$ cat src/rtl/fcv_pkg.sv
// Shared package for the formation consensus velocity block.
// Holds the fixed-point constants, the item kinds, the sequencer states and
// the saturating arithmetic helpers. It depends on nothing else.
package fcv_pkg;

    localparam int NUM_AGENTS_DEF = 5;
    localparam int FRAC_BITS      = 16;
    localparam int Q_W            = 32;
    localparam int WIDE_W         = 66;

    typedef logic signed [Q_W-1:0]    q_t;
    typedef logic signed [WIDE_W-1:0] wide_t;

    typedef enum logic [2:0] {
        KIND_REPORT  = 3'd0,
        KIND_COMPUTE = 3'd1,
        KIND_GAIN    = 3'd2,
        KIND_SHAPE   = 3'd3,
        KIND_MASK    = 3'd4,
        KIND_ID      = 3'd5
    } kind_t;

    typedef enum logic [4:0] {
        ST_IDLE,
        ST_SELF_RD,
        ST_SELF_LD,
        ST_L_RD,
        ST_L_LD,
        ST_L_MUL,
        ST_L_ACC,
        ST_DET_M0,
        ST_DET_M1,
        ST_DET_SUB,
        ST_N_M0,
        ST_N_M1,
        ST_N_SUM,
        ST_N_DIV,
        ST_T_RD,
        ST_T_LD,
        ST_T_MUL,
        ST_T_ACC,
        ST_T_WR,
        ST_V_RD,
        ST_V_LD,
        ST_V_MUL,
        ST_V_ACC,
        ST_OUT
    } state_t;

    localparam int ACC_A00 = 0;
    localparam int ACC_A01 = 1;
    localparam int ACC_A11 = 2;
    localparam int ACC_B00 = 3;
    localparam int ACC_B01 = 4;
    localparam int ACC_B10 = 5;
    localparam int ACC_B11 = 6;
    localparam int ACC_T0  = 7;
    localparam int ACC_T1  = 8;
    localparam int ACC_VX  = 9;
    localparam int ACC_VY  = 10;
    localparam int ACC_N   = 11;

    localparam int REG_MISSING = 0;

    function automatic q_t sat32(input wide_t v);
        q_t r;
        if (v > wide_t'(32'sh7fffffff)) begin
            r = 32'sh7fffffff;
        end
        else if (v < wide_t'(32'sh80000000)) begin
            r = 32'sh80000000;
        end
        else begin
            r = v[Q_W-1:0];
        end
        return r;
    endfunction

    function automatic q_t qsub(input q_t a, input q_t b);
        return sat32(wide_t'(a) - wide_t'(b));
    endfunction

    function automatic q_t qscale(input wide_t p);
        return sat32(p >>> FRAC_BITS);
    endfunction

endpackage

$ cat src/rtl/fcv_ram.sv
// Generic single-port-write, single-port-read RAM with a registered read.
// Depends on fcv_pkg for its default sizes.
module fcv_ram
    import fcv_pkg::*;
#(
    parameter int WIDTH = 2 * Q_W,
    parameter int DEPTH = NUM_AGENTS_DEF,
    localparam int AW = (DEPTH > 1) ? $clog2(DEPTH) : 1
)(
    input  logic             clk,
    input  logic             we,
    input  logic [AW-1:0]    waddr,
    input  logic [WIDTH-1:0] wdata,
    input  logic [AW-1:0]    raddr,
    output logic [WIDTH-1:0] rdata
);

    logic [WIDTH-1:0] mem [DEPTH];
    logic [WIDTH-1:0] rdata_reg;

    always_ff @(posedge clk)
    begin
        if (we)
        begin
            mem[waddr] <= wdata;
        end
        rdata_reg <= mem[raddr];
    end

    assign rdata = rdata_reg;

endmodule

$ cat config.mk
export PLATFORM = sky130hd
export DESIGN_NAME = fcv_ram
export DESIGN_NICKNAME = d
export VERILOG_FILES = /design/src/rtl/fcv_pkg.sv /design/src/rtl/fcv_ram.sv
export SDC_FILE = /design/constraint.sdc
export NUM_CORES = 1
export LEC_CHECK = 0
export BUFFER_PORTS_ARGS = -buffer_cell sky130_fd_sc_hd__buf_2
export CAP_MARGIN = 20
export CORE_MARGIN = 4
export CORE_UTILIZATION = 30
export CTS_CLUSTER_SIZE = 12
export DETAILED_ROUTE_END_ITERATION = 6
export MAX_ROUTING_LAYER = met4
export PLACE_DENSITY = 0.52
export SKIP_LAST_GASP = 1
export SLEW_MARGIN = 10
export SYNTH_ARGS = -nofsm -noshare
export SYNTH_HDL_FRONTEND = slang
export SYNTH_SLANG_ARGS = --single-unit
$ cat constraint.sdc
create_clock -name clk -period 19.06 [get_ports clk]
set_input_delay 3.812 -clock clk [delete_from_list [all_inputs] [get_ports clk]]
set_output_delay 3.812 -clock clk [all_outputs]
set_load 0.01 [all_outputs]
Yosys cells after proc, flatten, opt, wreduce, memory -nomap -nowiden
Memories as Yosys holds them, arrays and structs flattened. A register that Yosys moved wholly into a read port is not among the register bits.
Index checks and enable logic that the tools add are counted.
W data, S select, Z words.
- flip-flop bits (word level): 0
- memory bits (writable): 320
- input port bits: 72
- output and inout bits: 64
- word-level logic and storage cells: 3
- memories kept: 1
- memories (memory ; words ; width ; rd ports ; clocked after Yosys merged registers in ; wr ports ; RTL line ; RTL):
    mem ; 5 ; 64 ; 1 ; 1 ; 1 ; fcv_ram.sv:18 ; logic [WIDTH-1:0] mem [DEPTH];
- multiplexer cells: 2
- operator list (cell ; number):
    $mux W1 ; 2

Logic depth before layout (Yosys ltp)
- word-level depth: 2
- mapped depth: 5
- gate-level depth less buffers: 3

Worst setup path after synthesis
No wires, ideal clock.
- path kind: input-to-reg
- from: in waddr[2]
- to: mem mem[0][0] in the netlist's numbering, enable pin
- setup time: 670 ps
- arrival time: 10523 ps
- data required time: 18390 ps
- setup slack: 7867 ps
- stages: 1
- path buffers: 0
- cells stage by stage: nor4b_1
- RTL lines (item ; RTL line ; RTL):
    from (decl) ; fcv_ram.sv:12 ; input logic [AW-1:0] waddr,
    to (decl) ; fcv_ram.sv:18 ;
Straight into the memory's write port.

==> run_results.csv <==
group,metric,value,unit
die,die_height,221,µm
setup_path,cp-start-kind,"input port",
clocking,cts_sinks,384,
route,ant_nets,0,
yosys,synth.largest_area_cell,"edfxtp_1",
timing,rsz0062_at_grt,"false",
route,wl,28600,µm
yosys,synth_top_area_share,0.705,
yosys,synthDistinctLibCells,21,
timing,fin_worst_skew,10.6,ps
clocking,clkLatencyLatePin,530,ps
min_path,hp-class,"reg -> reg",
grt,gr-total-overflow,0,
timing,worst_slack,13330,ps
yosys,synth_seq_cells,384,
yosys,ys.flop_type,"edfxtp_1",
pwr,clkPwrFrac,0.430,
layout,drive_above_1_share,0.238,
timing,period_share,0.301,
layout,fin_cells,1534,
clocking,cts-root-buf,"clkbuf_16",
pwr,powerDensity,112,nW/µm²
layout,register_area,10900,µm²
clocking,cts_inserted_buffers,42,
grt,antenna_found_initial,8,
timing,setup_tns,0,ps
timing,tightest_slew,1050,ps
placed_design,place_inst,1450,
yosys,synth_area_per_cell,18.1,µm²
die,dieArea,48900,µm²
yosys,async_reset_ff_frac,0,
timing,relSlewSlack,0.300,
layout,fillers,4188,
setup_path,endpoint_kind,"register",
placed_design,io_buffer_count,135,
layout,layout.nets,974,
clocking,cts_resized,0,
grt,grt_pass1_wl,43100,µm
yosys,yosysWarnings,0,
clocking,htreeDepth,2,
pwr,vdd_drop_max,0.0000412,V
die,io_pins,136,
setup_path,criticalPathCategory,"in -> reg",
grt,grt_pass1_vias,6897,
setup_path,critPathSlowestCell,"nand2b_4",
yosys,synth_area,13600,µm²
layout,largest_reg_flops,320,
timing,finalSetupViolCount,0,
placed_design,hpwl,15200,µm
die,start_util,0.306,
clocking,cts_buffer_depth,3,
setup_path,cp_max_fo,64,
pwr,seq_power_share,0.521,
yosys,synthTopCellsByArea,"edfxtp_1 71%, dfxtp_1 9.4%, mux2i_1 4.7%",
pwr,power_switching,0.000368,W
placed_design,routabilityCongestion,0.674,
placed_design,post-place-ws,12700,ps
die,die_w,221,µm
setup_path,cp.required,19480,ps
setup_path,crit_arrival,6150,ps
clocking,cts_tree,"done",
clocking,clkTransAtPathRegs,60,ps
setup_path,path_buf_inv,2,
yosys,syn_inst,753,
grt,grt_start_max_net_pins,120,
grt,grtUsageTotal,0.117,
die,fp-row-count,77,
setup_path,crit_chain,"buf_4 > buf_4 > nand2b_4 > a211oi_1 > a221oi_1",
layout,multi_input_area,2300,µm²
layout,fin_util,0.367,
route,drtPass1Iterations,4,
route,remaining_drc_errors,0,
setup_path,slowest_delay,930,ps
pwr,p_leak,5.76,nW
pwr,power.total,0.00183,W
pwr,intPower,0.00146,W
route,wl_per_cell,18.6,µm
route,first_iter_violations,339,
die,core-area,44500,µm²
clocking,ctsHoldBuffers,0,
yosys,synth_nets,825,
run,cap_violations,0,
clocking,cts_setup_buffers,0,
timing,slew_viol_final,0,
yosys,yosysMostFrequentCell,"edfxtp_1",
layout,syn_to_final_growth,19.8,%
setup_path,path_delay_family,"buffers and inverters",
yosys,yosysSeqAreaShare,0.799,
yosys,synth_edf_count,320,
timing,final.min_clock_period,5730,ps
timing,hold_violations,0,
route,avgViaCountPerCell,4.38,
outcome,outcome,"completed",
pwr,swShare,0.201,
route,vias,6717,
pwr,p_comb_frac,0.049,
timing,fmax,174,MHz
setup_path,path_common_cell,"buf_4",
worst register-to-register path, stage by stage (launching register included):
cell,delay [ps]
edfxtp_1,350
nor2b_1,140
a211oi_1,280
a221oi_2,60
per-stage QoR:
| step | hold WS (ps) | area (µm²) |
|---|---|---|
| 4_1_cts | 528 | 16300 |
| 6_report | 527 | 16300 |
| 2_1_floorplan | 502 | 13600 |
| 3_3_place_gp | 511 | 14900 |
| 3_5_place_dp | 520 | 14900 |
| 5_1_grt | 547 | 16300 |
cell usage in the layout (no fill, tap or decap):
cell and count:
clkinv_2 1, and4b_4 1, nor3_2 1, a221oi_2 16, inv_8 1, mux2i_1 64, a221oi_1 48, nor2b_1 64
clkbuf_16 45, nand2b_4 1, clkbuf_1 20, inv_1 64, a211oi_1 64, nand2_1 1, nor4bb_4 2, edfxtp_1 320
dfxtp_1 64, bufinv_16 3, buf_4 12, buf_2 133, clkbuf_8 4, nor2_4 1, diode_2 8, nor4b_2 1
clkinv_1 3
final cells by class:
class	instances	share of cell area
Sequential cell	384	0.667
Multi-Input combinational cell	264	0.141
Timing Repair Buffer	146	0.0471
Tap cell	592	0.0454
Antenna cell	8	0.00123
Clock buffer	68	0.0761
Inverter	64	0.0147
Clock inverter	8	0.00721
power by group through the flow:
stage | registers [W] | clock network, W | logic [W]
2_1_floorplan | 0.000977 | 0 | 0.0000440
3_3_place_gp | 0.000973 | 0 | 0.0000903
3_5_place_dp | 0.000973 | 0 | 0.0000923
4_1_cts | 0.000955 | 0.000813 | 0.0000924
5_1_grt | 0.000957 | 0.000852 | 0.0000992
6_report | 0.000955 | 0.000787 | 0.0000894
per-layer routing:
layer	vias to the layer above	wire, µm	GRT usage
met2	131	14000	0.191
met4	0	530	0.0330
met1	3315	12500	0.144
met3	36	1530	0.0325
met5	-	0	-
li1	3235	-	-
worst paths after layout:
path / startpoint / endpoint / slack, ps / depth (start not counted)
worst max register to register: mem[2][48] / rdata[48] / 18080 / 3
worst min register to register: mem[4][15] / rdata[15] / 530 / 2
worst max-delay path: raddr[2] / rdata[16] / 13330 / 5
worst min-delay path: mem[4][15] / rdata[15] / 530 / 2
cells by family (layout without fill, tap and decap cells):
group / count (synthesis) / after routing / synth area share
AOI/OAI and AO/OA: 128 / 128 / 0.0838
buffers and inverters: 105 / 286 / 0.0360
DFF: 384 / 384 / 0.799
muxes: 64 / 64 / 0.0470
other: 0 / 8 / 0
and+or+nand+nor: 72 / 72 / 0.0338
No activity file was read; power rests on OpenSTA's default activity.
