**src/rtl/fcv_pkg.sv**
```systemverilog
// Shared package for the formation consensus velocity block.
// Holds the fixed-point constants, the item kinds, the sequencer states and
// the saturating arithmetic helpers. It depends on nothing else.
package fcv_pkg;

    localparam int NUM_AGENTS_DEF = 5;
    localparam int FRAC_BITS      = 16;
    localparam int Q_W            = 32;
    localparam int WIDE_W         = 66;

    typedef logic signed [Q_W-1:0]    q_t;
    typedef logic signed [WIDE_W-1:0] wide_t;

    typedef enum logic [2:0] {
        KIND_REPORT  = 3'd0,
        KIND_COMPUTE = 3'd1,
        KIND_GAIN    = 3'd2,
        KIND_SHAPE   = 3'd3,
        KIND_MASK    = 3'd4,
        KIND_ID      = 3'd5
    } kind_t;

    typedef enum logic [4:0] {
        ST_IDLE,
        ST_SELF_RD,
        ST_SELF_LD,
        ST_L_RD,
        ST_L_LD,
        ST_L_MUL,
        ST_L_ACC,
        ST_DET_M0,
        ST_DET_M1,
        ST_DET_SUB,
        ST_N_M0,
        ST_N_M1,
        ST_N_SUM,
        ST_N_DIV,
        ST_T_RD,
        ST_T_LD,
        ST_T_MUL,
        ST_T_ACC,
        ST_T_WR,
        ST_V_RD,
        ST_V_LD,
        ST_V_MUL,
        ST_V_ACC,
        ST_OUT
    } state_t;

    localparam int ACC_A00 = 0;
    localparam int ACC_A01 = 1;
    localparam int ACC_A11 = 2;
    localparam int ACC_B00 = 3;
    localparam int ACC_B01 = 4;
    localparam int ACC_B10 = 5;
    localparam int ACC_B11 = 6;
    localparam int ACC_T0  = 7;
    localparam int ACC_T1  = 8;
    localparam int ACC_VX  = 9;
    localparam int ACC_VY  = 10;
    localparam int ACC_N   = 11;

    localparam int REG_MISSING = 0;

    function automatic q_t sat32(input wide_t v);
        q_t r;
        if (v > wide_t'(32'sh7fffffff)) begin
            r = 32'sh7fffffff;
        end
        else if (v < wide_t'(32'sh80000000)) begin
            r = 32'sh80000000;
        end
        else begin
            r = v[Q_W-1:0];
        end
        return r;
    endfunction

    function automatic q_t qsub(input q_t a, input q_t b);
        return sat32(wide_t'(a) - wide_t'(b));
    endfunction

    function automatic q_t qscale(input wide_t p);
        return sat32(p >>> FRAC_BITS);
    endfunction

endpackage

```
**src/rtl/fcv_div.sv**
```systemverilog
// Radix-2 restoring divider, one quotient bit per cycle, 64-bit operands.
// Truncates toward zero and clamps the quotient to 32 bits; uses fcv_pkg.
module fcv_div
    import fcv_pkg::*;
(
    input  logic               clk,
    input  logic               rst_n,
    input  logic               start,
    input  logic signed [63:0] num,
    input  logic signed [63:0] den,
    output logic               done,
    output q_t                 quot
);

    logic        run_reg, run_next;
    logic        done_reg, done_next;
    logic [5:0]  cnt_reg, cnt_next;
    logic [64:0] rem_reg, rem_next;
    logic [63:0] quo_reg, quo_next;
    logic [63:0] den_reg, den_next;
    logic        neg_reg, neg_next;
    logic [64:0] rem_sh;
    logic [64:0] diff;
    logic        ge;

    always_ff @(posedge clk or negedge rst_n)
    begin
        if (!rst_n)
        begin
            run_reg  <= 1'b0;
            done_reg <= 1'b0;
            cnt_reg  <= '0;
        end
        else
        begin
            run_reg  <= run_next;
            done_reg <= done_next;
            cnt_reg  <= cnt_next;
        end
    end

    always_ff @(posedge clk)
    begin
        rem_reg <= rem_next;
        quo_reg <= quo_next;
        den_reg <= den_next;
        neg_reg <= neg_next;
    end

    always_comb
    begin
        rem_sh    = {rem_reg[63:0], quo_reg[63]};
        ge        = rem_sh >= {1'b0, den_reg};
        diff      = rem_sh - {1'b0, den_reg};
        run_next  = run_reg;
        done_next = 1'b0;
        cnt_next  = cnt_reg;
        rem_next  = rem_reg;
        quo_next  = quo_reg;
        den_next  = den_reg;
        neg_next  = neg_reg;
        if (start)
        begin
            run_next = 1'b1;
            cnt_next = '0;
            rem_next = '0;
            quo_next = num[63] ? (~num + 64'd1) : num;
            den_next = den[63] ? (~den + 64'd1) : den;
            neg_next = num[63] ^ den[63];
        end
        else if (run_reg)
        begin
            rem_next = ge ? diff : rem_sh;
            quo_next = {quo_reg[62:0], ge};
            cnt_next = cnt_reg + 6'd1;
            if (cnt_reg == 6'd63)
            begin
                run_next  = 1'b0;
                done_next = 1'b1;
            end
        end
    end

    assign done = done_reg;
    assign quot = neg_reg ? sat32(-wide_t'({2'b00, quo_reg})) : sat32(wide_t'({2'b00, quo_reg}));

endmodule

```
**config.mk**
```make
export PLATFORM = sky130hd
export DESIGN_NAME = fcv_div
export DESIGN_NICKNAME = d
export VERILOG_FILES = /design/src/rtl/fcv_pkg.sv /design/src/rtl/fcv_div.sv
export SDC_FILE = /design/constraint.sdc
export NUM_CORES = 1
export LEC_CHECK = 0
export ABC_CLOCK_PERIOD_IN_PS = 7100
export BUFFER_PORTS_ARGS = -buffer_cell sky130_fd_sc_hd__buf_2
export CAP_MARGIN = 25
export CELL_PAD_IN_SITES_DETAIL_PLACEMENT = 1
export CELL_PAD_IN_SITES_GLOBAL_PLACEMENT = 1
export CORE_MARGIN = 2
export CORE_UTILIZATION = 45
export CTS_CLUSTER_DIAMETER = 120
export DETAILED_ROUTE_END_ITERATION = 10
export HOLD_SLACK_MARGIN = 0.05
export MAX_ROUTING_LAYER = met4
export PLACE_DENSITY_LB_ADDON = 0.1
export SYNTH_ARGS = -nofsm -noshare
export SYNTH_HDL_FRONTEND = slang
export SYNTH_SLANG_ARGS = --single-unit
```
**constraint.sdc**
```tcl
create_clock -name clk -period 7.1 [get_ports clk]
set_input_delay 0.355 -clock clk [delete_from_list [all_inputs] [get_ports clk]]
set_output_delay 0.355 -clock clk [all_outputs]
set_load 0.05 [all_outputs]
```
# Yosys cells after proc, flatten, opt, wreduce, memory -nomap -nowiden
# Index checks and enable logic that the tools add are counted.
# classes
n_addsub	5
order_cmp	4
n_eq_ne	1
muxes	17
bitwise	3
reduce_logical	1
# ops
operator	n
$mux W64	4
$add A64 B1 Y64 const B	2
$mux W32	4
$not A64 Y64	2
$gt A66 B32 Y1 const B	1
$lt A66 B32 Y1 const B	1
$neg A64 Y66	1
$ge A65 B64 Y1	1
$gt A64 B31 Y1 const B	1
$sub A64 B64 Y64	1
$mux W63	1
$mux W6	2
$add A6 B1 Y6 const B	1
$eq A6 B6 Y1 const B	1
$mux W1	6
$reduce_bool A2 Y1	1
$xor A1 B1 Y1	1
# totals
reg_bits	201
wordCells	39

# Longest topological paths before layout
# Gate-level depths: netlist of run 1.
# depth
depth_word	5
ltp_mapped	14
mapped_depth_nobuf	12

# Least setup slack after synthesis of run 1
# Ideal clock, no wire load.
# synth_timing
path_kind	reg2out
from	register quo_reg[9]
to	output port quot[6]
arrival_time_ns	4.818
required_ns	6.745
path_slack_ns	1.927
stages_incl_launch_ff	12
path_buffers	2
path_cell_list	edfxtp_1 or2_1 or4_1 buf_2 or4_1 buf_2 or3_1 nor4_1 xnor2_1 nand4_1 or4_1 o41ai_1
# synth_via
elab_chain_len	5
# synth_rtl
element	line	rtl
from (decl)	fcv_div.sv:19	logic [63:0] quo_reg, quo_next;
from (signal assigned)	fcv_div.sv:45	quo_reg <= quo_next;
$neg A64 Y66	fcv_div.sv:85	assign quot = neg_reg ? sat32(-wide_t'({2'b00, quo_reg})) : sat32(wide_t'({2'b00, quo_reg}));
$lt A66 B32 Y1	fcv_pkg.sv:70	else if (v < wide_t'(32'sh80000000)) begin
$mux W32	fcv_pkg.sv:70	
$mux W32	fcv_pkg.sv:67	if (v > wide_t'(32'sh7fffffff)) begin
$mux W32 *	fcv_div.sv:85	
to (decl)	fcv_div.sv:12	output q_t quot
# Mark *: on every way between the ends. The rest lies on a longest branch, timed or not.

# Worst setup path after layout of run 1
# layout_timing
from	register quo_reg[9]
to	output port quot[9]
# Same word-level chain as after synthesis.

==> reports/summary.txt, run 1 <==
Status: finished clean
Clock transition at path regs: 0.06 ns
Worst r2r dst: rem_reg[35]
Rows: 70
Clock period minus final worst setup slack: 5.383 ns
Critical Path Source Type: flop
#FFs+latches synth: 201
Die X: 196.1 um
Share of cells above drive strength 1: 11.96%
Req. time, crit path: 6.74 ns
Number of H-tree levels: 1
Post-DRT Antenna Nets: 0
CP max FO: 30
Final setup vio count: 0
Maxcap violations: 0
Cell Pwr Density: 270.9 nW/um^2
RSZ-0062 raised after global routing: no
Unique masters post-synth: 80
Grt ovf: 0
Critical path class: flop to output port
Layout Cell Area excl Fill: 18,620 um^2
Largest net degree at the start of global routing: 73
Synth top area share: 23.33%
CTS root buf: clkbuf_16
Vias in the first global route: 16,680
Area Overhead vs Synth: 12.15%
YS warnings: 0
Port-buffer cells: 163
Worst-skew pair later-pin latency: 0.56 ns
Relative slew slack: 24.22%
HP Start: den[17]
Hold Path Depth: 2
Peak Freq: 185.8 MHz
Max-slew violation count: 0
Clock skew: 0.02790 ns
Combinational fraction of design power: 42.6%
Async SR Flop Fraction: 3.980%
Post-detail-place hpwl: 42,650 um
Setup slack, reg-to-reg: 2.49 ns
Dpl cell area: 17,790 um^2
Avg Inst Size Synth: 8.087 um^2
Routed len/inst: 21.51 um
1st-pass router iterations: 5
I/O pins: 164
Starting Density: 45.57%
Count leader, synth: nor2_1
Post-CTS Setup Bufs: 0
GRT Total Usage: 29.76%
Hold_buf cts: 2
Psw: 2.070 mW
1st-iter DRT viols: 974
CTS sink cnt: 201
Final WL: 56,860 um
Pleak: 7.001 nW
Synth top area cells: edfxtp_1, dfxtp_1, a21oi_1, xnor2_1, ha_1
Die ar.: 38,450 um^2
Mapped Cells: 2,053
TritonCTS clock tree: done
Crit share post-route: 75.82%
Final GP Congestion: 0.9181
Worst r2r src: den_reg[26]
CP endpoint kind: output port
Vert. Die Dim: 196.1 um
Worst hold endpoint: den_reg[17]
Area leader, netlist: edfxtp_1
Critical Path AT: 5.03 ns
Vias: 16,540
Post-synth EDFFs: 129
Cell count of the worst reg-to-reg path: 13
Synth cell count leaders: nor2_1, a21oi_1, nand2_1, o21ai_0, edfxtp_1
PostCTS Resize Cnt: 0
Post-synthesis sequential area ratio: 32.25%
First-pass GRT wire length: 89,930 um
Synthesized Nets: 2,253
Pint: 2.974 mW
Final net count: 2,356
Initial antenna violation count: 0
Num CTS Buffers: 25
Synth Cell Area: 16,600 um^2
Final hold vios: 0
Drt via density: 6.258
Synth Flop Type: edfxtp_1
Filler Cell Count: 4,476
Clock Tree Buf Depth: 3
Hold/Removal Path Class: input pin to flop
Peak supply drop: 219.8 uV
DRC: 0
Flop pwr share: 32.7%
Worst-margin pin slew: 1.122 ns
Switching Fraction: 41.04%
Placeable Area: 36,430 um^2
Clock power share: 24.7%
Setup_tns: 0 ns
## cell usage in the layout, fill, tap and decap left out, types with 8 or more instances in the layout
cell type and instances:
a211o_1 16, xor2_1 80, nor3_1 50, a211oi_1 20
o22ai_1 8, nand4_1 49, inv_1 92, dfxtp_1 64
nand2b_1 19, a31oi_1 15, o31ai_1 48, o21a_1 25
o211ai_1 22, edfxtp_1 129, nand3_1 87, nor4_1 37
buf_4 23, and2_1 15, ha_1 68, nor2_1 220
or4_1 25, a21o_1 19, nor2b_1 10, and3_1 12
o21ai_0 141, nand2_1 141, buf_2 162, o21bai_1 22
clkbuf_16 25, a21oi_1 175, xnor2_1 99, a311oi_1 48
o41ai_1 24, or3_1 46
## per-layer routing
metal | part of all wire [%] | vias to the layer above | global-route usage (%)
met5 | 0 | - | -
met4 | 2.7 | 0 | 9.147
met3 | 4.3 | 89 | 3.077
met2 | 49 | 381 | 51.19
met1 | 44 | 8142 | 36.92
li1 | - | 7927 | -
## final cells by class
| cell class | count | area, um^2 | share of cell area (%) |
|---|---|---|---|
| Sequential cell | 201 | 5359 | 28.78 |
| Clock buffer | 35 | 703.2 | 3.776 |
| Timing Repair Buffer | 189 | 1045 | 5.611 |
| Inverter | 93 | 349.1 | 1.875 |
| Multi-Input combinational cell | 1646 | 10500 | 56.38 |
| Tap cell | 468 | 585.6 | 3.145 |
| Clock inverter | 10 | 78.83 | 0.4233 |
| Antenna cell | 1 | 2.502 | 0.01344 |
## power by group through the flow
stage	Clock [mW]	Combinational, mW	Sequential, mW
floorplan	0	1.55	1.60
global route	1.31	2.37	1.67
CTS	1.27	2.13	1.64
finish	1.25	2.15	1.65
detailed placement	0	2.11	1.66
global placement	0	2.06	1.66
## worst max path at each step
stage	start	to	cells past startpoint	slack, ns
floorplan	quo_reg[9]	quot[6]	11	1.93
global placement	quo_reg[9]	quot[9]	11	2.32
finish	quo_reg[9]	quot[9]	11	1.72
CTS	quo_reg[9]	quot[6]	10	1.74
global route	quo_reg[18]	quot[7]	11	1.39
detailed placement	quo_reg[2]	quot[6]	10	2.34
## metrics by stage
step           hold WS [ns]  utilization, %  total power, mW  setup WS, ns  std cells
6_report             0.1067           51.11            5.043         1.717       2643
5_1_grt             0.09989           51.10            5.348         1.390       2642
4_1_cts             0.08943           51.02            5.042         1.741       2641
3_5_place_dp         0.2203           48.82            3.773         2.339       2594
3_3_place_gp         0.2086           48.82            3.717         2.322       2594
2_1_floorplan       0.05941               -            3.145         1.927       2053
## logic make-up after synthesis
family,share of synthesized area (%)
AND/OR/NAND/NOR,22.64
AO/OA/AOI/OAI,24.85
buffers and inverters,4.732
flip-flops,32.25
XOR/XNOR,9.442
adder cells (fa/ha/maj),5.245
multiplexers,0.8365
## critical path, stage by stage (launching register included)
cell and delay (ns):
edfxtp_1 0.47, or2_1 0.27, or4_1 0.59, nor3_1 0.75
nand2_1 0.15, o41ai_1 0.59, nand4_1 0.16, or4_1 0.43
o21a_1 0.20, buf_4 0.23, a311oi_1 0.31, buf_2 0.33
Power figures use the tool's default switching activity.
==> inputs of run 2 (changes only) <==
Settings changed: ABC_CLOCK_PERIOD_IN_PS 7100 to 4800, CORE_UTILIZATION 45 to 41.
Clock period 7.1 ns to 4.8 ns, I/O delays scaled along.
==> run 2 against run 1 <==
Non-clock buffer count up 89; sequential share of layout area down 1.5 points; cell count up 5.7%; clock-buffer cell count down 1; hold slack worse by 0.030 ns; critical endpoint is now quot[27]; die area up 9.6%; worst setup slack worse by 1.5 ns; highest routed layer unchanged; clock power up 55%.
==> reports/summary.txt, run 2 (synthesis gave the netlist of run 1 again) <==
Status: finished clean
Post-detail-place hpwl: 44,620 um (+4.6%)
CP max FO: 30 (unchanged)
Critical Path AT: 4.39 ns (-0.64 ns)
1st-iter DRT viols: 1,095 (+12%)
Final Util: 49.42% (-1.7 points)
Port-buffer cells: 163 (unchanged)
Crit share post-route: 96.38%
Clock power share: 25.4% (+0.7 points)
Cell Pwr Density: 388.3 nW/um^2 (+43%)
First-pass GRT wire length: 94,250 um (+4.8%)
Multi-input logic area: 10,580 um^2 (+0.79%)
Final net count: 2,446 (+3.8%)
Max-slew violation count: 0 (unchanged)
Share of cells above drive strength 1: 13.33% (+1.4 points)
Worst r2r dst: rem_reg[55]
Initial antenna violation count: 1 (+1)
Die X: 205.2 um (+4.7%)
Vias in the first global route: 16,990 (+1.8%)
Rows: 73 (+4.3%)
Final WL: 59,600 um (+4.8%)
Grt ovf: 0 (unchanged)
Starting Density: 41.69% (-3.9 points)
Worst hold endpoint: den_reg[12]
Vias: 16,680 (+0.85%)
Vert. Die Dim: 205.2 um (+4.7%)
Reg area: 5359 um^2 (unchanged)
Pint: 4.527 mW (+52%)
Combinational fraction of design power: 42.8% (+0.2 points)
Req. time, crit path: 4.56 ns (-2.18 ns)
Flop pwr share: 31.8% (-0.9 points)
RSZ-0062 raised after global routing: no
Peak Freq: 216.2 MHz
Worst r2r src: den_reg[18]
Final setup margin: 0.1739 ns (-1.543 ns)
CTS sink cnt: 201 (unchanged)
Drt via density: 5.972 (-4.6%)
Critical path class: flop to output port
Post-DRT Antenna Nets: 0 (unchanged)
Clock period minus final worst setup slack: 4.626 ns
Worst-skew pair later-pin latency: 0.55 ns (about the same)
Clock transition at path regs: 0.06 ns (about the same)
Routed len/inst: 21.34 um (-0.82%)
Peak supply drop: 249.8 uV (+14%)
Most frequent cells in the layout: nor2_1, a21oi_1, buf_2
Hold Path Depth: 2 (unchanged)
Number of H-tree levels: 1 (unchanged)
GRT Total Usage: 28.76% (-1.0 points)
I/O pins: 164 (unchanged)
Final hold vios: 0 (unchanged)
Commonest non-fill, non-tap cell in the layout: nor2_1
DRC: 0 (unchanged)
Relative slew slack: 34.24% (+10 points)
Maxcap violations: 0 (unchanged)
HP Start: den[12]
Pleak: 7.440 nW (+6.3%)
Clock Tree Buf Depth: 3 (unchanged)
Post-placement worst setup slack: 0.3956 ns (-1.943 ns)
Num CTS Buffers: 26 (+4.0%)
Filler Cell Count: 4,877 (+9.0%)
CTS root buf: clkbuf_16
Area Overhead vs Synth: 18.52%
Cell count of the worst reg-to-reg path: 12 (-1)
Setup slack, reg-to-reg: 0.63 ns (-1.86 ns)
Largest net degree at the start of global routing: 75 (+2.7%)
Final setup vio count: 0 (unchanged)
Die ar.: 42,120 um^2 (+9.6%)
Placeable Area: 39,820 um^2 (+9.3%)
Setup_tns: 0 ns (unchanged)
CP endpoint kind: output port
Hold/Removal Path Class: input pin to flop
Switching Fraction: 40.75% (-0.28 points)
Critical Path Source Type: flop
Worst-margin pin slew: 0.9775 ns (-0.1450 ns)
TritonCTS clock tree: done
Final GP Congestion: 0.9313 (+1.4%)
1st-pass router iterations: 5 (unchanged)
Clock skew: 0.01235 ns (-0.01555 ns)
Psw: 3.114 mW (+50%)
==> run 2: worst max path at each step <==
stage,startpoint,cells past startpoint,to,slack [ns]
finish,quo_reg[32],11,quot[27],0.17
global route,quo_reg[8],11,quot[6],0.002
CTS,quo_reg[9],11,quot[7],0.0005
detailed placement,quo_reg[9],11,quot[24],0.40
global placement,quo_reg[9],11,quot[7],0.53
floorplan,quo_reg[9],12,quot[7],0.1
==> run 2: critical path, cell delays in order (launching register included) <==
cell	delay [ns]
edfxtp_1	0.53
nor2_1	0.50
and4_1	0.40
and3_1	0.31
nand2_1	0.10
o41ai_1	0.49
nand4_1	0.18
or4_1	0.43
o21a_1	0.21
buf_6	0.19
a311oi_1	0.24
buf_4	0.25
==> run 2: what timing repair did <==
item,4_1_cts,5_1_grt
pin swaps,0,5
cloned,0,0
resized for setup,12,19
setup buffers,0,8
hold endpoints to repair,69,0
endpoints found under the setup margin,29,31
hold buffers,61,0
==> run 2: metrics by stage <==
stage | power, mW | instance area [um^2] | hold WS, ns | std cells
CTS | 7.641 | 19540 | 0.06237 | 2783
floorplan | 4.653 | 16610 | -0.05559 | 2053
detailed placement | 5.619 | 18060 | 0.09548 | 2674
global placement | 5.553 | 18040 | 0.09504 | 2673
global route | 8.117 | 19680 | 0.08033 | 2792
finish | 7.642 | 19680 | 0.07626 | 2793
==> run 2: cell type report <==
type                            instances  share of cell area, %
Clock buffer                           34                  3.567
Multi-Input combinational cell       1646                  53.76
Tap cell                              525                  3.338
Antenna cell                            2                0.02543
Sequential cell                       201                  27.23
Timing Repair Buffer                  278                  9.683
Inverter                               93                  1.774
Clock inverter                         14                 0.6167
==> run 2: per-layer routing <==
metal	share of wire (%)	global-route usage (%)	wire length, um	vias to the layer above
met1	44	36.27	26500	8152
li1	-	-	-	8087
met4	3.1	8.016	1843	0
met5	0	-	0	-
met2	49	49.22	29030	342
met3	3.7	2.708	2229	99
==> run 2: power by group through the flow <==
stage	logic, mW	registers, mW	clock network [mW]
2_1_floorplan	2.29	2.36	0
3_3_place_gp	3.11	2.44	0
3_5_place_dp	3.16	2.46	0
4_1_cts	3.23	2.43	1.98
5_1_grt	3.61	2.47	2.04
6_report	3.27	2.43	1.94
